## config.mk

```make
export PLATFORM = sky130hd
export DESIGN_NAME = ipv4_cidr_list_parser_top
export DESIGN_NICKNAME = d
export VERILOG_FILES = /design/src/design/icp_pkg.sv /design/src/design/ipv4_cidr_list_parser_top.sv
export VERILOG_INCLUDE_DIRS = /design/src /design/src/design
export SDC_FILE = /design/constraint.sdc
export NUM_CORES = 1
export LEC_CHECK = 0
export ABC_CLOCK_PERIOD_IN_PS = 5460
export BUFFER_PORTS_ARGS = -buffer_cell sky130_fd_sc_hd__buf_4
export CORE_MARGIN = 8
export CORE_UTILIZATION = 31
export DETAILED_ROUTE_END_ITERATION = 12
export HOLD_SLACK_MARGIN = 0.08
export MAX_ROUTING_LAYER = met4
export PLACE_DENSITY = 0.48
export SYNTH_ARGS = -nofsm -noshare
export SYNTH_HDL_FRONTEND = slang
export SYNTH_SLANG_ARGS = --single-unit
```

## constraint.sdc

```tcl
create_clock -name clk -period 5.46 [get_ports clk]
set_input_delay 1.365 -clock clk [delete_from_list [all_inputs] [get_ports clk]]
set_output_delay 1.365 -clock clk [all_outputs]
set_load 0.02 [all_outputs]
```

## src/design/ipv4_cidr_list_parser_top_assert.svh

```systemverilog
// ----------------------------------------------------------------------------
// Assertion macros for the IPv4 CIDR list parser.
// Each macro places one labeled concurrent assertion on the rising clock
// edge, disabled while the synchronous reset is asserted.
// ----------------------------------------------------------------------------
`ifndef IPV4_CIDR_LIST_PARSER_TOP_ASSERT_SVH
`define IPV4_CIDR_LIST_PARSER_TOP_ASSERT_SVH

// Antecedent and consequent in the same cycle.
`define ICP_ASSERT_SAME(lbl, clk, rst_n, ante, cons) \
  lbl: assert property (@(posedge clk) disable iff (!rst_n) (ante) |-> (cons)) \
    else $error("parser assertion failed");

// Consequent in the cycle after the antecedent.
`define ICP_ASSERT_NEXT(lbl, clk, rst_n, ante, cons) \
  lbl: assert property (@(posedge clk) disable iff (!rst_n) (ante) |=> (cons)) \
    else $error("parser assertion failed");

`endif

```

## src/design/icp_pkg.sv

```systemverilog
// ----------------------------------------------------------------------------
// IPv4 CIDR list parser package
// Status and request codes, character codes, limits, queue geometry, the token phase type and the result record.
// ----------------------------------------------------------------------------
package icp_pkg;

  // Result status codes.
  localparam logic [2:0] ST_OK        = 3'd0;
  localparam logic [2:0] ST_BAD_TOKEN = 3'd1;
  localparam logic [2:0] ST_BAD_CHAR  = 3'd2;
  localparam logic [2:0] ST_ACCEPTED  = 3'd3;
  localparam logic [2:0] ST_REJECTED  = 3'd4;

  // Request types.
  localparam logic REQ_CHAR = 1'b0;
  localparam logic REQ_END  = 1'b1;

  // Characters of interest.
  localparam logic [7:0] CH_ZERO  = 8'h30;
  localparam logic [7:0] CH_NINE  = 8'h39;
  localparam logic [7:0] CH_DOT   = 8'h2E;
  localparam logic [7:0] CH_SLASH = 8'h2F;
  localparam logic [7:0] CH_SPACE = 8'h20;
  localparam logic [7:0] CH_NL    = 8'h0A;
  localparam logic [7:0] CH_COMMA = 8'h2C;

  // Limits on octet and prefix values.
  localparam logic [11:0] OCTET_MAX  = 12'd255;
  localparam logic [9:0]  PREFIX_MAX = 10'd32;
  localparam logic [5:0]  PREFIX_DEF = 6'd32;

  // Result queue geometry.
  localparam int QDEPTH = 4;
  localparam int QPW    = 2;
  localparam int QCW    = 3;

  // Position inside a token.
  typedef enum logic [2:0] {
    PH_ADDR   = 3'b001,
    PH_PREFIX = 3'b010,
    PH_SKIP   = 3'b100
  } phase_t;

  // One result record.
  typedef struct packed {
    logic [31:0] address;
    logic [5:0]  prefix_len;
    logic [2:0]  status;
    logic        last;
  } result_t;

endpackage

```

## src/design/ipv4_cidr_list_parser_top.sv

```systemverilog
// ----------------------------------------------------------------------------
// IPv4 CIDR list parser
// Parses a byte stream of dotted IPv4 addresses with optional /prefix.
// ----------------------------------------------------------------------------
// Usage:
//   The input channel (in_valid, in_stall, in_req_type, in_char_byte) carries
//   one character per transfer, or an end-of-list marker (req_type = 1).
//   The result channel (out_valid, out_stall, out_address, out_prefix_len,
//   out_status, out_last) carries parsed addresses and error or list status.
//   Each input causes zero, one or two results; out_last marks the final one.
//   The input transfer loads the input register; the parse step then
//   writes the results into a four-entry result queue, and out_valid is
//   high while the queue holds a result.
//   Throughput: one input per cycle; the input stalls only when the
//   result queue holds more than two entries, so the drain rate of the
//   result side sets the sustained rate.
//   Reset (rst_n low at a clock edge) empties the input register and the
//   queue and clears the token and list state.
//   When the receiver stalls, the head result holds and the queue fills;
//   the input side then stalls in turn.
// ----------------------------------------------------------------------------
`include "ipv4_cidr_list_parser_top_assert.svh"

module ipv4_cidr_list_parser_top #(
  parameter int MAX_TOKEN_LEN = 18
) (
  input  logic        clk,
  input  logic        rst_n,
  input  logic        in_valid,
  output logic        in_stall,
  input  logic        in_req_type,
  input  logic [7:0]  in_char_byte,
  output logic        out_valid,
  input  logic        out_stall,
  output logic [31:0] out_address,
  output logic [5:0]  out_prefix_len,
  output logic [2:0]  out_status,
  output logic        out_last
);

  localparam int TLW = $clog2(MAX_TOKEN_LEN + 1);

  // Input register.
  logic       stg_valid_r, stg_valid_nxt;
  logic       stg_req_r;
  logic [7:0] stg_char_r;

  // Token and list state.
  logic [7:0]      oct_r [4];
  logic [7:0]      oct_nxt [4];
  logic [1:0]      part_r, part_nxt;
  logic [1:0]      dcnt_r, dcnt_nxt;
  icp_pkg::phase_t phase_r, phase_nxt;
  logic [5:0]      pfx_r, pfx_nxt;
  logic [TLW-1:0]  tlen_r, tlen_nxt;
  logic            bad_r, bad_nxt;
  logic            lfail_r, lfail_nxt;

  // Result queue.
  icp_pkg::result_t              q_r [icp_pkg::QDEPTH];
  logic [icp_pkg::QPW-1:0]       wr_r, rd_r;
  logic [icp_pkg::QCW-1:0]       cnt_r;
  logic                          pop;
  logic                          proc;
  logic [1:0]                    push_n;
  icp_pkg::result_t              res0, res1, fin_res;

  // Character decode and token evaluation.
  logic        is_digit, is_delim, is_tokch;
  logic [3:0]  dval;
  logic [11:0] oct_ext, oct_v;
  logic [9:0]  pfx_ext, pfx_v;
  logic        pending, good;

  assign proc     = stg_valid_r && (cnt_r <= icp_pkg::QCW'(2));
  assign in_stall = stg_valid_r && !proc;
  assign out_valid = (cnt_r != '0);
  assign pop      = out_valid && !out_stall;

  assign out_address    = q_r[rd_r].address;
  assign out_prefix_len = q_r[rd_r].prefix_len;
  assign out_status     = q_r[rd_r].status;
  assign out_last       = q_r[rd_r].last;

  // Character classes and digit arithmetic.
  assign is_digit = (stg_char_r >= icp_pkg::CH_ZERO) && (stg_char_r <= icp_pkg::CH_NINE);
  assign is_tokch = is_digit || (stg_char_r == icp_pkg::CH_DOT) ||
                    (stg_char_r == icp_pkg::CH_SLASH);
  assign is_delim = (stg_char_r == icp_pkg::CH_SPACE) || (stg_char_r == icp_pkg::CH_NL) ||
                    (stg_char_r == icp_pkg::CH_COMMA);
  assign dval     = stg_char_r[3:0];
  assign oct_ext  = {4'b0, oct_r[part_r]};
  assign oct_v    = (oct_ext << 3) + (oct_ext << 1) + {8'b0, dval};
  assign pfx_ext  = {4'b0, pfx_r};
  assign pfx_v    = (pfx_ext << 3) + (pfx_ext << 1) + {6'b0, dval};

  // Evaluation of the pending token at a delimiter or end marker.
  always_comb begin
    pending = (tlen_r != '0);
    case (phase_r)
      icp_pkg::PH_ADDR:   good = !bad_r && (dcnt_r != 2'd0) && (part_r == 2'd3);
      icp_pkg::PH_PREFIX: good = !bad_r && (dcnt_r != 2'd0);
      default:            good = !bad_r;
    endcase
    if (good) begin
      fin_res.address    = {oct_r[0], oct_r[1], oct_r[2], oct_r[3]};
      fin_res.prefix_len = (phase_r == icp_pkg::PH_ADDR) ? icp_pkg::PREFIX_DEF : pfx_r;
      fin_res.status     = icp_pkg::ST_OK;
    end else begin
      fin_res.address    = '0;
      fin_res.prefix_len = '0;
      fin_res.status     = icp_pkg::ST_BAD_TOKEN;
    end
    fin_res.last = 1'b1;
  end

  // Parse step for the item in the input register.
  always_comb begin
    oct_nxt   = oct_r;
    part_nxt  = part_r;
    dcnt_nxt  = dcnt_r;
    phase_nxt = phase_r;
    pfx_nxt   = pfx_r;
    tlen_nxt  = tlen_r;
    bad_nxt   = bad_r;
    lfail_nxt = lfail_r;
    push_n    = 2'd0;
    res0      = '{address: '0, prefix_len: '0, status: icp_pkg::ST_OK, last: 1'b1};
    res1      = res0;

    if (proc) begin
      if (stg_req_r == icp_pkg::REQ_END) begin
        // End of list: flush any pending token, then report the list.
        res1.status = (lfail_r || (pending && !good)) ? icp_pkg::ST_REJECTED
                                                      : icp_pkg::ST_ACCEPTED;
        if (!lfail_r && pending) begin
          res0      = fin_res;
          res0.last = 1'b0;
          push_n    = 2'd2;
        end else begin
          res0   = res1;
          push_n = 2'd1;
        end
        lfail_nxt = 1'b0;
        tlen_nxt  = '0;
        bad_nxt   = 1'b0;
        part_nxt  = 2'd0;
        dcnt_nxt  = 2'd0;
        phase_nxt = icp_pkg::PH_ADDR;
        pfx_nxt   = '0;
        for (int i = 0; i < 4; i++) oct_nxt[i] = '0;
      end else if (lfail_r) begin
        // Failed list: everything up to the end marker is dropped.
      end else if (is_tokch && (tlen_r >= TLW'(MAX_TOKEN_LEN))) begin
        // Token too long.
        res0.status = icp_pkg::ST_BAD_TOKEN;
        push_n      = 2'd1;
        lfail_nxt   = 1'b1;
      end else if (is_tokch) begin
        tlen_nxt = tlen_r + TLW'(1);
        if (!bad_r) begin
          case (phase_r)
            icp_pkg::PH_ADDR: begin
              if (is_digit) begin
                if ((dcnt_r == 2'd3) || (oct_v > icp_pkg::OCTET_MAX)) begin
                  bad_nxt = 1'b1;
                end else begin
                  oct_nxt[part_r] = oct_v[7:0];
                  dcnt_nxt        = dcnt_r + 2'd1;
                end
              end else if (stg_char_r == icp_pkg::CH_DOT) begin
                if ((dcnt_r == 2'd0) || (part_r == 2'd3)) begin
                  bad_nxt = 1'b1;
                end else begin
                  dcnt_nxt = 2'd0;
                  part_nxt = part_r + 2'd1;
                end
              end else begin
                if ((dcnt_r == 2'd0) || (part_r != 2'd3)) begin
                  bad_nxt = 1'b1;
                end else begin
                  phase_nxt = icp_pkg::PH_PREFIX;
                  dcnt_nxt  = 2'd0;
                  pfx_nxt   = '0;
                end
              end
            end
            icp_pkg::PH_PREFIX: begin
              if (is_digit) begin
                if ((dcnt_r >= 2'd2) || (pfx_v > icp_pkg::PREFIX_MAX)) begin
                  bad_nxt = 1'b1;
                end else begin
                  pfx_nxt  = pfx_v[5:0];
                  dcnt_nxt = dcnt_r + 2'd1;
                end
              end else if (dcnt_r == 2'd0) begin
                bad_nxt = 1'b1;
              end else begin
                phase_nxt = icp_pkg::PH_SKIP;
              end
            end
            default: begin
              // Rest of the token is ignored.
            end
          endcase
        end
      end else if (is_delim) begin
        // Delimiter: report the pending token, if any.
        if (pending) begin
          res0   = fin_res;
          push_n = 2'd1;
          if (!good) lfail_nxt = 1'b1;
        end
      end else begin
        // Invalid character.
        res0.status = icp_pkg::ST_BAD_CHAR;
        push_n      = 2'd1;
        lfail_nxt   = 1'b1;
      end

      // A token ends at any result from a character transfer.
      if ((stg_req_r == icp_pkg::REQ_CHAR) && (push_n != 2'd0)) begin
        tlen_nxt  = '0;
        bad_nxt   = 1'b0;
        part_nxt  = 2'd0;
        dcnt_nxt  = 2'd0;
        phase_nxt = icp_pkg::PH_ADDR;
        pfx_nxt   = '0;
        for (int i = 0; i < 4; i++) oct_nxt[i] = '0;
      end
    end
  end

  // Input register load.
  always_comb begin
    if (in_valid && !in_stall) begin
      stg_valid_nxt = 1'b1;
    end else if (proc) begin
      stg_valid_nxt = 1'b0;
    end else begin
      stg_valid_nxt = stg_valid_r;
    end
  end

  // Control and parse state registers.
  always_ff @(posedge clk) begin
    if (!rst_n) begin
      stg_valid_r <= 1'b0;
      part_r      <= 2'd0;
      dcnt_r      <= 2'd0;
      phase_r     <= icp_pkg::PH_ADDR;
      pfx_r       <= '0;
      tlen_r      <= '0;
      bad_r       <= 1'b0;
      lfail_r     <= 1'b0;
      for (int i = 0; i < 4; i++) oct_r[i] <= '0;
      wr_r        <= '0;
      rd_r        <= '0;
      cnt_r       <= '0;
    end else begin
      stg_valid_r <= stg_valid_nxt;
      part_r      <= part_nxt;
      dcnt_r      <= dcnt_nxt;
      phase_r     <= phase_nxt;
      pfx_r       <= pfx_nxt;
      tlen_r      <= tlen_nxt;
      bad_r       <= bad_nxt;
      lfail_r     <= lfail_nxt;
      oct_r       <= oct_nxt;
      wr_r        <= wr_r + icp_pkg::QPW'(push_n);
      rd_r        <= rd_r + icp_pkg::QPW'(pop);
      cnt_r       <= cnt_r + icp_pkg::QCW'(push_n) - icp_pkg::QCW'(pop);
    end
  end

  // Input payload and result queue storage.
  always_ff @(posedge clk) begin
    if (in_valid && !in_stall) begin
      stg_req_r  <= in_req_type;
      stg_char_r <= in_char_byte;
    end
    if (push_n != 2'd0) q_r[wr_r] <= res0;
    if (push_n == 2'd2) q_r[wr_r + icp_pkg::QPW'(1)] <= res1;
  end

  // Checks on queue occupancy and list state.
  `ICP_ASSERT_SAME(a_queue_bound, clk, rst_n, 1'b1, cnt_r <= icp_pkg::QCW'(icp_pkg::QDEPTH))
  `ICP_ASSERT_NEXT(a_end_clears, clk, rst_n, proc && stg_req_r, !lfail_r && tlen_r == '0)
  `ICP_ASSERT_SAME(a_failed_silent, clk, rst_n, proc && !stg_req_r && lfail_r, push_n == 2'd0)

endmodule

```

**Word-level counts from Yosys, hierarchy flattened**

Memories as Yosys holds them, arrays and structs flattened. A register that Yosys moved wholly into a read port is not among the register bits.
Index checks and enable logic that the tools add are counted.

- Add/subtract/negate cells: 12
- Magnitude comparators: 9
- Equality and inequality tests: 27
- Muxes and demuxes: 124
- Bitwise logic cells: 2
- Reductions and logical operators: 45

Operators with widths:

| operator | number |
|---|---|
| $mux W32 | 9 |
| $mux W42 | 6 |
| $mux W38 | 2 |
| $mux W6 | 12 |
| $mux W2 | 28 |
| $mux W3 | 16 |
| $mux W41 | 1 |
| $mux W1 | 34 |
| $reduce_and A11 Y1 | 3 |
| $bwmux W32 | 1 |
| $eq A8 B6 Y1 const B | 4 |
| $mux W5 | 5 |
| $mux W8 | 3 |
| $ne A3 B2 Y1 const B | 6 |
| $bmux W8 S2 | 1 |
| $demux W8 S2 | 1 |
| $ne A4 B4 Y1 const B | 4 |
| $reduce_bool A3 Y1 | 5 |
| $add A11 B9 Y12 | 1 |
| $add A12 B4 Y12 | 1 |
| $gt A12 B8 Y1 const B | 1 |
| $logic_and A1 B1 Y1 | 12 |
| $ne A4 B3 Y1 const B | 3 |
| $ne A6 B5 Y1 const B | 2 |
| 37 further kinds | 58 |

- Bits in registers: 69
- Bits in writable memories: 168
- Input bits: 13
- Word-level logic and storage cells: 237
- Memories kept: 1

Memories:

| memory | depth | width | rd ports | clocked after Yosys merged registers in | write ports | RTL line | source |
|---|---|---|---|---|---|---|---|
| q_r | 4 | 42 | 1 | 1 | 2 | ipv4_cidr_list_parser_top.sv:60 | `icp_pkg::result_t q_r [icp_pkg::QDEPTH];` |

**Depth between registers and ports, before layout**

Gate-level depths: netlist (run 1).

- Depth after elaboration: 17
- Mapped depth: 16
- Mapped depth without buffers: 16

**Worst setup path after synthesis (run 1)**

Ideal clock, no wire load.

- Kind: register -> register
- Start point: register part_r[1]
- End point: register oct_r[22] (netlist bit)
- Library setup time: 127 ps
- Arrival time: 3648 ps
- Required time: 5333 ps
- Slack: 1685 ps
- Cell stages (with the launch flop): 13
- Path buffers: 2
- Cells stage by stage: dfxtp_1 > clkbuf_1 > mux4_2 > ha_1 > ha_1 > or4b_1 > or4_1 > o211ai_2 > nand4_2 > a211oi_1 > nor2b_1 > buf_6 > o2bb2ai_1

- Cells in the longest elaborated chain, start to end: 16

Ends and longest elaborated chain:

| element | RTL line | source |
|---|---|---|
| from (decl) | ipv4_cidr_list_parser_top.sv:51 | `logic [1:0] part_r, part_nxt;` |
| from (signal assigned) | ipv4_cidr_list_parser_top.sv:262 | `part_r <= part_nxt;` |
| $not A2 Y3 (implied by the code) * | ipv4_cidr_list_parser_top.sv:92, ipv4_cidr_list_parser_top.sv:168 |  |
| branches (longest 15 deep; another with $add A11 B9 Y12) | n/a |  |
| to (signal assigned) | ipv4_cidr_list_parser_top.sv:269 | `oct_r <= oct_nxt;` |
| to (decl) | ipv4_cidr_list_parser_top.sv:49 | `logic [7:0] oct_r [4];` |

Mark *: on every way between the ends. The select of a mux whose other input is x is not followed.
A chain may end at the register's enable or synchronous reset.

**Worst setup path in the final report (run 1)**

- Start point: register part_r[0]
- End point: register oct_r[22] (netlist bit)

The elaborated chain is that of the path after synthesis.

==> out/qor.csv, run 1 <==
metric,value,unit
vias in the first global route,8960,
nets@finish,1279,
library cells used by synthesis,66,
initial antenna violation count,0,
reg2reg start,part_r[0],
number of max-cap violations,0,
synthesized area,0.01130,sq mm
pin count of the biggest net entering global routing,73,
pre-CTS setup slack,1.434,ns
Synth Register Bits,237,
post-route ant nets,0,
Post-CTS Setup Bufs,0,
drc violations,0,
total grt overflow,0,
Initial Util,31.17,%
DRT Wirelength,34.13,mm
Rel. slew slack,26.15,%
io pins,57,
Vias,9139,
Final setup viols,0,
Vias per Instance,5.354,
Clock Skew,0.01393,ns
RSZ-0062 raised after global routing,no,
clock slew at reported path FFs,0.06,ns
Crit path required time,5.85,ns
Longest Clk Path Bufs,3,
Layout Utilization,35.70,%
Gate Count Post-Synth,1211,
first-pass GRT wire length,53.12,mm
pwr/cell area,337.3,mW/mm^2
CP startpoint,part_r[0],
YS warnings,0,
HP Start,q_r[3][40],
CTS root buf,clkbuf_16,
Num CTS Buffers,28,
TritonRoute pass-1 iters,5,
DP HPWL,21.88,mm
H-Tree Depth,1,
worst setup path endpoint,oct_r[22],
WS Path Type,register to register,
Core Rows,70,
startpoint types,register,
Area growth syn-to-layout,14.54,%
CP Data Arrival Time,4.42,ns
R2R depth,12,
leading register cell type out of synthesis,dfxtp_1,
crit path max fanout,12,
fin. max-slew vios,0,
placer's final routability congestion estimate,0.8447,
Post-Place Cells,1658,
CTS resizes,0,
share of cells above drive strength 1,15.82,%
Worst R2R End,oct_r[22],
Setup crit end kind,register,
Die Wd,206.9,um
Final period util,73.78,%
worst hold path type,register to register,
Core ar.,0.03626,sq mm
clk_lat worst skew,0.54,ns
Synth Net Count,1270,
setup ws final,1.432,ns
r2r setup slk,1.43,ns
die area,0.04282,sq mm
WL per Instance,20.00,um
syn_area_per_cell,9.333,sq um
maximum VDD drop,0.1808,mV
Tightest Pin Transition,1.102,ns
n_diodes,0,
max frequency,248.3,MHz
CTS Hold Bufs,0,
"EDFF count, synth",21,
status,"complete, no violations",
final hold vios,0,
Post-synth ARST share,0,%
DR iter-0 viols,578,
port buffer count,56,
Static Leak,4.730,nW
sequential area share after synthesis,43.84,%
chip height,206.9,um
setup_tns,0,ns
Final min period,4.028,ns
GRT Util Overall,16.28,%
Non-Filler Instances,1707,
CTS sink cnt,237,
TritonCTS clock tree,yes,
==> state kept, by name, indices dropped and copies added, names as in the netlist, 2 cells and up <==
name / count
part_r: 2
q_r: 168
wr_r: 2
dcnt_r: 2
stg_char_r: 8
cnt_r: 3
pfx_r: 6
tlen_r: 5
oct_r: 32
phase_r: 3
rd_r: 2
==> Yosys cell counts, drive strengths merged, types with 7 or more instances <==
cell     instances  share of area [%]
nand2          220                7.4
dfxtp          216                 38
a21oi          167                7.4
nand3          144                6.4
buf             56                3.1
mux4            50                 10
clkbuf          41                1.4
ha              41                4.5
nor2            32                1.1
o2bb2ai         32                2.5
inv             22               0.73
edfxtp          21                5.6
o21ai           13               0.58
and2            12               0.66
nor2b           11               0.61
o22ai           10               0.55
mux2i            9               0.80
a211oi           7               0.46
and3             7               0.39
or3              7               0.39
xnor2            7               0.54
==> worst min-delay path by stage <==
stage	end	slack, ns	depth (start not counted)
5_1_grt	q_r[3][38]	0.46	2
3_3_place_gp	q_r[1][8]	0.44	2
3_5_place_dp	q_r[3][34]	0.44	2
6_report	q_r[3][40]	0.45	2
2_1_floorplan	q_r[2][4]	0.43	2
4_1_cts	q_r[3][34]	0.45	2
==> critical path, cell delays in order (launching register included) <==
cell and delay (ns):
dfxtp_1 0.67, mux4_2 0.62, inv_1 0.10, fa_1 0.42
inv_1 0.12, fa_1 0.25, a21oi_1 0.09, or4_1 0.52
o211ai_2 0.18, nand4_2 0.25, a211oi_1 0.34, nor2b_1 0.18
o2bb2ai_1 0.16
==> final cells by class <==
| cell class | count | area [sq um] |
|---|---|---|
| multi-input cells | 855 | 5789 |
| repair buffers | 76 | 570.5 |
| clock buffers | 40 | 837.1 |
| clock inverters | 9 | 122.6 |
| inverters | 22 | 82.58 |
| fillers | 3750 | 23310 |
| well taps | 468 | 585.6 |
| flip-flops and latches | 237 | 4957 |
==> stage by stage <==
step | total power (W) | hold slack [ns] | cell area (sq um)
2_1_floorplan | 0.002307 | 0.4287 | 11300
3_3_place_gp | 0.002482 | 0.4394 | 11990
3_5_place_dp | 0.002486 | 0.4438 | 11990
4_1_cts | 0.004432 | 0.4515 | 12940
5_1_grt | 0.004546 | 0.4646 | 12940
6_report | 0.004367 | 0.4487 | 12940
==> layer usage <==
layer	track usage, %	part of all wire [%]
met1	20.85	45
met2	26.78	48
met5	-	0
met3	2.107	4.7
met4	4.695	2.4
==> cells by family after synthesis <==
| logic type | synth area share [%] |
|---|---|
| DFF | 43.84 |
| buffers and inverters | 5.181 |
| muxes | 10.76 |
| and+or+nand+nor | 19.88 |
| adders and majority gates | 5.425 |
| AOI/OAI and AO/OA | 13.90 |
| xor gates and xnor gates | 1.007 |
==> layout by cell type, fill, tap and decap left out, types with 6 or more instances in the layout <==
cell,n
a211oi_1,7
a21oi_1,167
and2_1,12
and3_1,7
buf_4,76
clkbuf_16,29
clkbuf_8,7
dfxtp_1,214
edfxtp_1,21
ha_1,41
inv_1,22
mux2i_1,9
mux4_2,50
nand2_1,215
nand3_1,143
nor2_1,27
nor2b_1,11
o21ai_0,12
o22ai_1,10
o2bb2ai_1,32
or3_1,7
xnor2_1,7
xor2_1,6
==> power breakdown <==
group	internal [W]	switching (W)	leakage (nW)
combinational	0.000222	0.000331	2.30
sequential	0.00180	0.0000834	1.96
clock	0.00120	0.000735	0.475
total	0.00322	0.00115	4.73
No activity file was read; power rests on OpenSTA's default activity.
==> run 2: changes to the inputs <==
--- a/config.mk
+++ b/config.mk
@@ -6,14 +6,14 @@
 export SDC_FILE = /design/constraint.sdc
 export NUM_CORES = 1
 export LEC_CHECK = 0
-export ABC_CLOCK_PERIOD_IN_PS = 5460
+export ABC_CLOCK_PERIOD_IN_PS = 3700
 export BUFFER_PORTS_ARGS = -buffer_cell sky130_fd_sc_hd__buf_4
 export CORE_MARGIN = 8
 export CORE_UTILIZATION = 31
 export DETAILED_ROUTE_END_ITERATION = 12
 export HOLD_SLACK_MARGIN = 0.08
 export MAX_ROUTING_LAYER = met4
-export PLACE_DENSITY = 0.48
+export PLACE_DENSITY = 0.5
 export SYNTH_ARGS = -nofsm -noshare
 export SYNTH_HDL_FRONTEND = slang
 export SYNTH_SLANG_ARGS = --single-unit
==> constraint.sdc (replaced) <==
create_clock -name clk -period 3.7 [get_ports clk]
set_input_delay 0.925 -clock clk [delete_from_list [all_inputs] [get_ports clk]]
set_output_delay 0.925 -clock clk [all_outputs]
set_load 0.02 [all_outputs]
==> run 2 against run 1 <==
  * The run now ends with setup timing left
  * Register-to-register slack worse by 1.4 ns
  * Critical path depth down 1
  * Die area unchanged
  * Maximum frequency rose by 8.4%
  * Wire length shrank 1.2%
  * Sequential cell count did not move
  * Via count up 0.81%
  * Core utilization is 1.4 points higher
  * Critical path type unchanged
  * Final cell count grew 1.9%
  * Setup slack worse by 1.4 ns
  * Sequential share of layout area shrank 1.4 points
==> out/qor.csv, run 2 (same netlist as run 1, synthesis figures left out) <==
metric,value,unit,change
status,"complete, but fails checks",,"was complete, no violations"
failing checks,setup timing,,
DRT Wirelength,33.74,mm,was 34.13 mm
maximum VDD drop,0.2403,mV,was 0.1808 mV
n_diodes,0,,unchanged
biggest regs,"q_r: 168 flops, oct_r: 32 flops, stg_char_r: 8 flops",,unchanged
CP max stage delay,0.55,ns,was 0.67 ns
slowest CP cell,mux4_2,,was dfxtp_1
Initial Util,31.17,%,unchanged
Core Rows,70,,unchanged
Clock Skew,0.01530,ns,was 0.01393 ns
worst path cell trace,buf_12 > mux4_2 > ha_4 > ha_2 > or4b_1 > or4_4 > o211ai_4 > nand4_4 > a211oi_1 > nor2b_2 > o2bb2ai_1,,was mux4_2 > inv_1 > fa_1 > inv_1 > fa_1 > a21oi_1 > or4_1 > o211ai_2 > nand4_2 > a211oi_1 > nor2b_1 > o2bb2ai_1
placer's final routability congestion estimate,0.8894,,was 0.8447
Vias per Instance,5.298,,was 5.354
"commonest non-fill, non-tap cell in the layout",nand2_1,,unchanged
vias in the first global route,8969,,was 8960
Setup crit end kind,register,,unchanged
DR iter-0 viols,550,,was 578
Final min period,3.714,ns,was 4.028 ns
"commonest non-fill, non-tap cells in the layout","nand2_1, dfxtp_1, a21oi_1",,unchanged
max frequency,269.2,MHz,was 248.3 MHz
H-Tree Depth,1,,unchanged
final hold vios,0,,unchanged
clk_lat worst skew,0.54,ns,about the same
Multi-input gate area,0.005897,sq mm,was 0.005789 sq mm
Post-CTS Setup Bufs,0,,unchanged
Vias,9213,,was 9139
chip height,206.9,um,unchanged
TritonRoute pass-1 iters,5,,unchanged
GRT Util Overall,16.02,%,was 16.28%
Tightest Pin Transition,0.8024,ns,was 1.102 ns
nets@finish,1309,,was 1279
CTS root buf,clkbuf_16,,unchanged
DP HPWL,21.55,mm,was 21.88 mm
Longest Clk Path Bufs,3,,unchanged
register area,0.004960,sq mm,was 0.004957 sq mm
startpoint types,register,,unchanged
Rel. slew slack,46.40,%,was 26.15%
setup_tns,-0.01859,ns,was 0 ns
pwr/cell area,491.6,mW/mm^2,was 337.3 mW/mm^2
Crit path required time,4.11,ns,was 5.85 ns
Final setup viols,2,,was 0
number of max-cap violations,0,,unchanged
total grt overflow,0,,unchanged
Num CTS Buffers,27,,was 28
RSZ-0062 raised after global routing,yes,,was no
post-route ant nets,0,,unchanged
clock slew at reported path FFs,0.06,ns,about the same
pin count of the biggest net entering global routing,77,,was 73
fin. max-slew vios,0,,unchanged
worst hold path type,register to register,,unchanged
WS Path Type,register to register,,unchanged
drc violations,0,,unchanged
fill count,3653,,was 3750
share of cells above drive strength 1,19.04,%,was 15.82%
Core ar.,0.03626,sq mm,unchanged
io pins,57,,unchanged
Layout Utilization,37.07,%,was 35.70%
WL per Instance,19.40,um,was 20.00 um
CTS sink cnt,237,,unchanged
setup ws final,-0.01428,ns,was 1.432 ns
port buffer count,56,,unchanged
CP Data Arrival Time,4.12,ns,was 4.42 ns
max reg flops,168,,unchanged
first-pass GRT wire length,52.38,mm,was 53.12 mm
Static Leak,4.935,nW,was 4.730 nW
die area,0.04282,sq mm,unchanged
initial antenna violation count,0,,unchanged
Die Wd,206.9,um,unchanged
TritonCTS clock tree,yes,,unchanged
Biggest register,q_r,,unchanged
Final period util,100.4,%,was 73.78%
crit path max fanout,9,,was 12
Area growth syn-to-layout,18.94,%,was 14.54%
-- run 2: changes by cell type in the layout (fill, tap and decap cells not counted), moves of 4 or more --
cell / delta
buf_12: +9
nor2b_1: -4
buf_4: +22
ha_1: -4
-- run 2: path summary, 6_finish.rpt --
kind | from | end | slack [ns] | depth (start not counted)
setup / recovery | part_r[1] | oct_r[28] | -0.01 | 11
hold / removal | q_r[1][4] | q_r[1][4] | 0.45 | 2
hold reg to reg | q_r[1][4] | q_r[1][4] | 0.45 | 2
setup reg to reg | part_r[1] | oct_r[28] | -0.01 | 11
-- run 2: timing repair --
item,4_1_cts,5_1_grt
hold endpoints to repair,0,0
endpoints found under the setup margin,0,40
hold buffers,0,0
gates resized for setup,0,22
-- run 2: power breakdown --
| group | switching [W] | internal, W | total, W |
|---|---|---|---|
| Clock | 0.00109 | 0.00187 | 0.00297 |
| Sequential | 0.0000974 | 0.00265 | 0.00275 |
| Combinational | 0.000526 | 0.000365 | 0.000891 |
| Total | 0.00172 | 0.00489 | 0.00661 |
-- run 2: per-stage QoR --
step / area [sq um] / hold WS, ns / setup slack (ns) / std cells / power [W]
final: 13440 / 0.4495 / -0.01428 / 1739 / 0.006609
after global routing: 13440 / 0.4632 / -0.1124 / 1739 / 0.006877
after CTS: 13330 / 0.4523 / 0.02694 / 1739 / 0.006682
after detailed placement: 12330 / 0.4431 / 0.04510 / 1689 / 0.003695
after global placement: 12330 / 0.4394 / 0.07276 / 1689 / 0.003693
after floorplan: 11300 / 0.4287 / 0.1082 / 1211 / 0.003405
-- run 2: final cells by class --
cell class | instances | area share (%)
clock inverters | 12 | 1.433
clock buffers | 38 | 6.022
flip-flops and latches | 237 | 36.90
well taps | 468 | 4.356
multi-input cells | 855 | 43.87
inverters | 22 | 0.6143
repair buffers | 107 | 6.813
-- run 2: worst max-delay path, delay by kind of cell (launching register included) --
kind / cells / cell delay, ns
AO/OA/AOI/OAI: 3 / 0.76
adder cells (fa/ha/maj): 2 / 0.57
buffers and inverters: 1 / 0.13
flip-flops: 1 / 0.35
multiplexers: 1 / 0.55
AND/OR/NAND/NOR: 4 / 1.22
-- run 2: metal layers --
layer,vias up,wire length (um),track usage [%]
met5,-,0,-
met4,0,637,4.312
met3,40,1834,2.591
met2,250,16250,26.29
met1,4498,15010,20.36
li1,4425,-,-
==> run 3: changes to the inputs <==
--- a/config.mk
+++ b/config.mk
@@ -12,7 +12,6 @@
 export CORE_UTILIZATION = 31
 export DETAILED_ROUTE_END_ITERATION = 12
 export HOLD_SLACK_MARGIN = 0.08
-export MAX_ROUTING_LAYER = met4
 export PLACE_DENSITY = 0.5
 export SYNTH_ARGS = -nofsm -noshare
 export SYNTH_HDL_FRONTEND = slang
==> run 3 against run 2 <==
  * The run still ends with setup timing left
  * Sequential power barely moved
  * Global-route usage is 0.45 points lower
  * Register-to-register slack is essentially flat
  * Design area unchanged
  * Sequential share of layout area unchanged
  * Core utilization did not move
  * Sequential cell count unchanged
  * Clock skew fell by 0.00071 ns
  * Clock-buffer cell count is the same
  * Wire length is 0.18% higher
==> out/qor.csv, run 3 (same netlist as run 1, synthesis figures left out) <==
metric,value,unit,change
DP HPWL,21.55,mm,unchanged
chip height,206.9,um,unchanged
Num CTS Buffers,27,,unchanged
Biggest register,q_r,,unchanged
io pins,57,,unchanged
n_diodes,0,,unchanged
Non-Filler Instances,1739,,unchanged
worst hold path type,register to register,,unchanged
sequential share of power,41.7,%,was 41.6%
initial antenna violation count,0,,unchanged
Setup crit end kind,register,,unchanged
Core ar.,0.03626,sq mm,unchanged
Post-Place Cells,1689,,unchanged
fin. max-slew vios,0,,unchanged
Clock Skew,0.01459,ns,was 0.01530 ns
pin count of the biggest net entering global routing,77,,unchanged
"commonest non-fill, non-tap cells in the layout","nand2_1, dfxtp_1, a21oi_1",,unchanged
Longest Clk Path Bufs,3,,unchanged
biggest regs,"q_r: 168 flops, oct_r: 32 flops, stg_char_r: 8 flops",,unchanged
setup_tns,-0.02068,ns,was -0.01859 ns
clk_lat worst skew,0.54,ns,about the same
Final setup viols,3,,was 2
crit path max fanout,9,,unchanged
CP Buf/Inv Count,1,,unchanged
Crit path max-delay family,simple AND/OR/NAND/NOR gates,,unchanged
Int Pwr,0.004892,W,about the same
Post-CTS Setup Bufs,0,,unchanged
Finished Cell Area,0.01344,sq mm,unchanged
clock power share,44.9,%,about the same
"commonest non-fill, non-tap cell in the layout",nand2_1,,unchanged
Tightest Pin Transition,0.8025,ns,was 0.8024 ns
CTS Hold Bufs,0,,unchanged
total power,0.006605,W,was 0.006609 W
max frequency,269.3,MHz,was 269.2 MHz
Rel. slew slack,46.39,%,was 46.40%
RSZ-0062 raised after global routing,yes,,unchanged
Vias,9230,,was 9213
total grt overflow,0,,unchanged
drc violations,0,,unchanged
TritonCTS clock tree,yes,,unchanged
status,"complete, but fails checks",,unchanged
nets@finish,1309,,unchanged
Die Wd,206.9,um,unchanged
DRT Wirelength,33.80,mm,was 33.74 mm
Layout Utilization,37.07,%,unchanged
slowest CP cell,mux4_2,,unchanged
Gate power share,13.5,%,about the same
Area growth syn-to-layout,18.94,%,unchanged
final hold vios,0,,unchanged
maximum VDD drop,0.2401,mV,was 0.2403 mV
WL per Instance,19.43,um,was 19.40 um
Final min period,3.714,ns,about the same
fill count,3653,,unchanged
Switching Share,25.94,%,was 25.98%
CP max stage delay,0.55,ns,about the same
CTS resizes,0,,unchanged
placer's final routability congestion estimate,0.8749,,was 0.8894
Initial Util,31.17,%,unchanged
number of max-cap violations,0,,unchanged
Crit path required time,4.11,ns,about the same
Static Leak,4.935,nW,unchanged
max reg flops,168,,unchanged
clock slew at reported path FFs,0.06,ns,about the same
die area,0.04282,sq mm,unchanged
Vias per Instance,5.308,,was 5.298
startpoint types,register,,unchanged
sw power,0.001713,W,was 0.001717 W
Multi-input gate area,0.005897,sq mm,unchanged
vias in the first global route,8983,,was 8969
Core Rows,70,,unchanged
pwr/cell area,491.4,mW/mm^2,was 491.6 mW/mm^2
TritonRoute pass-1 iters,5,,unchanged
port buffer count,56,,unchanged
post-route ant nets,0,,unchanged
CP Data Arrival Time,4.12,ns,about the same
register area,0.004960,sq mm,unchanged
CTS sink cnt,237,,unchanged
first-pass GRT wire length,52.36,mm,was 52.38 mm
share of cells above drive strength 1,19.04,%,unchanged
setup ws final,-0.01360,ns,was -0.01428 ns
failing checks,setup timing,,unchanged
placed cell areas,0.01233,sq mm,unchanged
CTS root buf,clkbuf_16,,unchanged
GRT Util Overall,15.57,%,was 16.02%
Final period util,100.4,%,about the same
worst path cell trace,buf_12 > mux4_2 > ha_4 > ha_2 > or4b_1 > or4_4 > o211ai_4 > nand4_4 > a211oi_1 > nor2b_2 > o2bb2ai_1,,unchanged
DR iter-0 viols,588,,was 550
WS Path Type,register to register,,unchanged
H-Tree Depth,1,,unchanged
-- run 3: final cells by class --
class                           count  share of cell area [%]
Clock buffer                       38                   6.022
Clock inverter                     12                   1.433
Inverter                           22                  0.6143
Multi-Input combinational cell    855                   43.87
Sequential cell                   237                   36.90
Tap cell                          468                   4.356
Timing Repair Buffer              107                   6.813
-- run 3: final timing paths --
path	startpoint	end	slack, ns	cells after the start
setup / recovery	part_r[1]	oct_r[28]	-0.01	11
hold / removal	q_r[1][4]	q_r[1][4]	0.45	2
setup reg to reg	part_r[1]	oct_r[28]	-0.01	11
hold reg to reg	q_r[1][4]	q_r[1][4]	0.45	2
-- run 3: layer usage --
layer / GRT usage (%) / up-vias / share of wire [%] / wire, um
met2: 26.31 / 295 / 48 / 16160
met4: 4.312 / 0 / 2.1 / 693
li1: - / 4423 / - / -
met3: 2.684 / 47 / 6.6 / 2244
met5: 0 / - / 0 / 0
met1: 20.30 / 4465 / 43 / 14690
-- run 3: per-stage QoR --
step / worst slack (ns) / hold slack, ns
global placement: 0.07276 / 0.4394
finish: -0.01360 / 0.4499
floorplan: 0.1082 / 0.4287
detailed placement: 0.04510 / 0.4431
CTS: 0.02694 / 0.4523
global route: -0.1124 / 0.4632
-- run 3: power groups by stage --
| stage | Combinational [W] | Clock [W] | Sequential, W |
|---|---|---|---|
| finish | 0.000891 | 0.00296 | 0.00275 |
| global route | 0.000974 | 0.00314 | 0.00276 |
| detailed placement | 0.000887 | 0 | 0.00281 |
| floorplan | 0.000667 | 0 | 0.00274 |
| CTS | 0.000890 | 0.00304 | 0.00275 |
| global placement | 0.000885 | 0 | 0.00281 |
-- run 3: worst register-to-register path, stage by stage (launching register included) --
cell and delay, ns:
dfxtp_2 0.35, buf_12 0.13, mux4_2 0.56, ha_4 0.26
ha_2 0.31, or4b_1 0.43, or4_4 0.44, o211ai_4 0.23
nand4_4 0.20, a211oi_1 0.37, nor2b_2 0.16, o2bb2ai_1 0.16
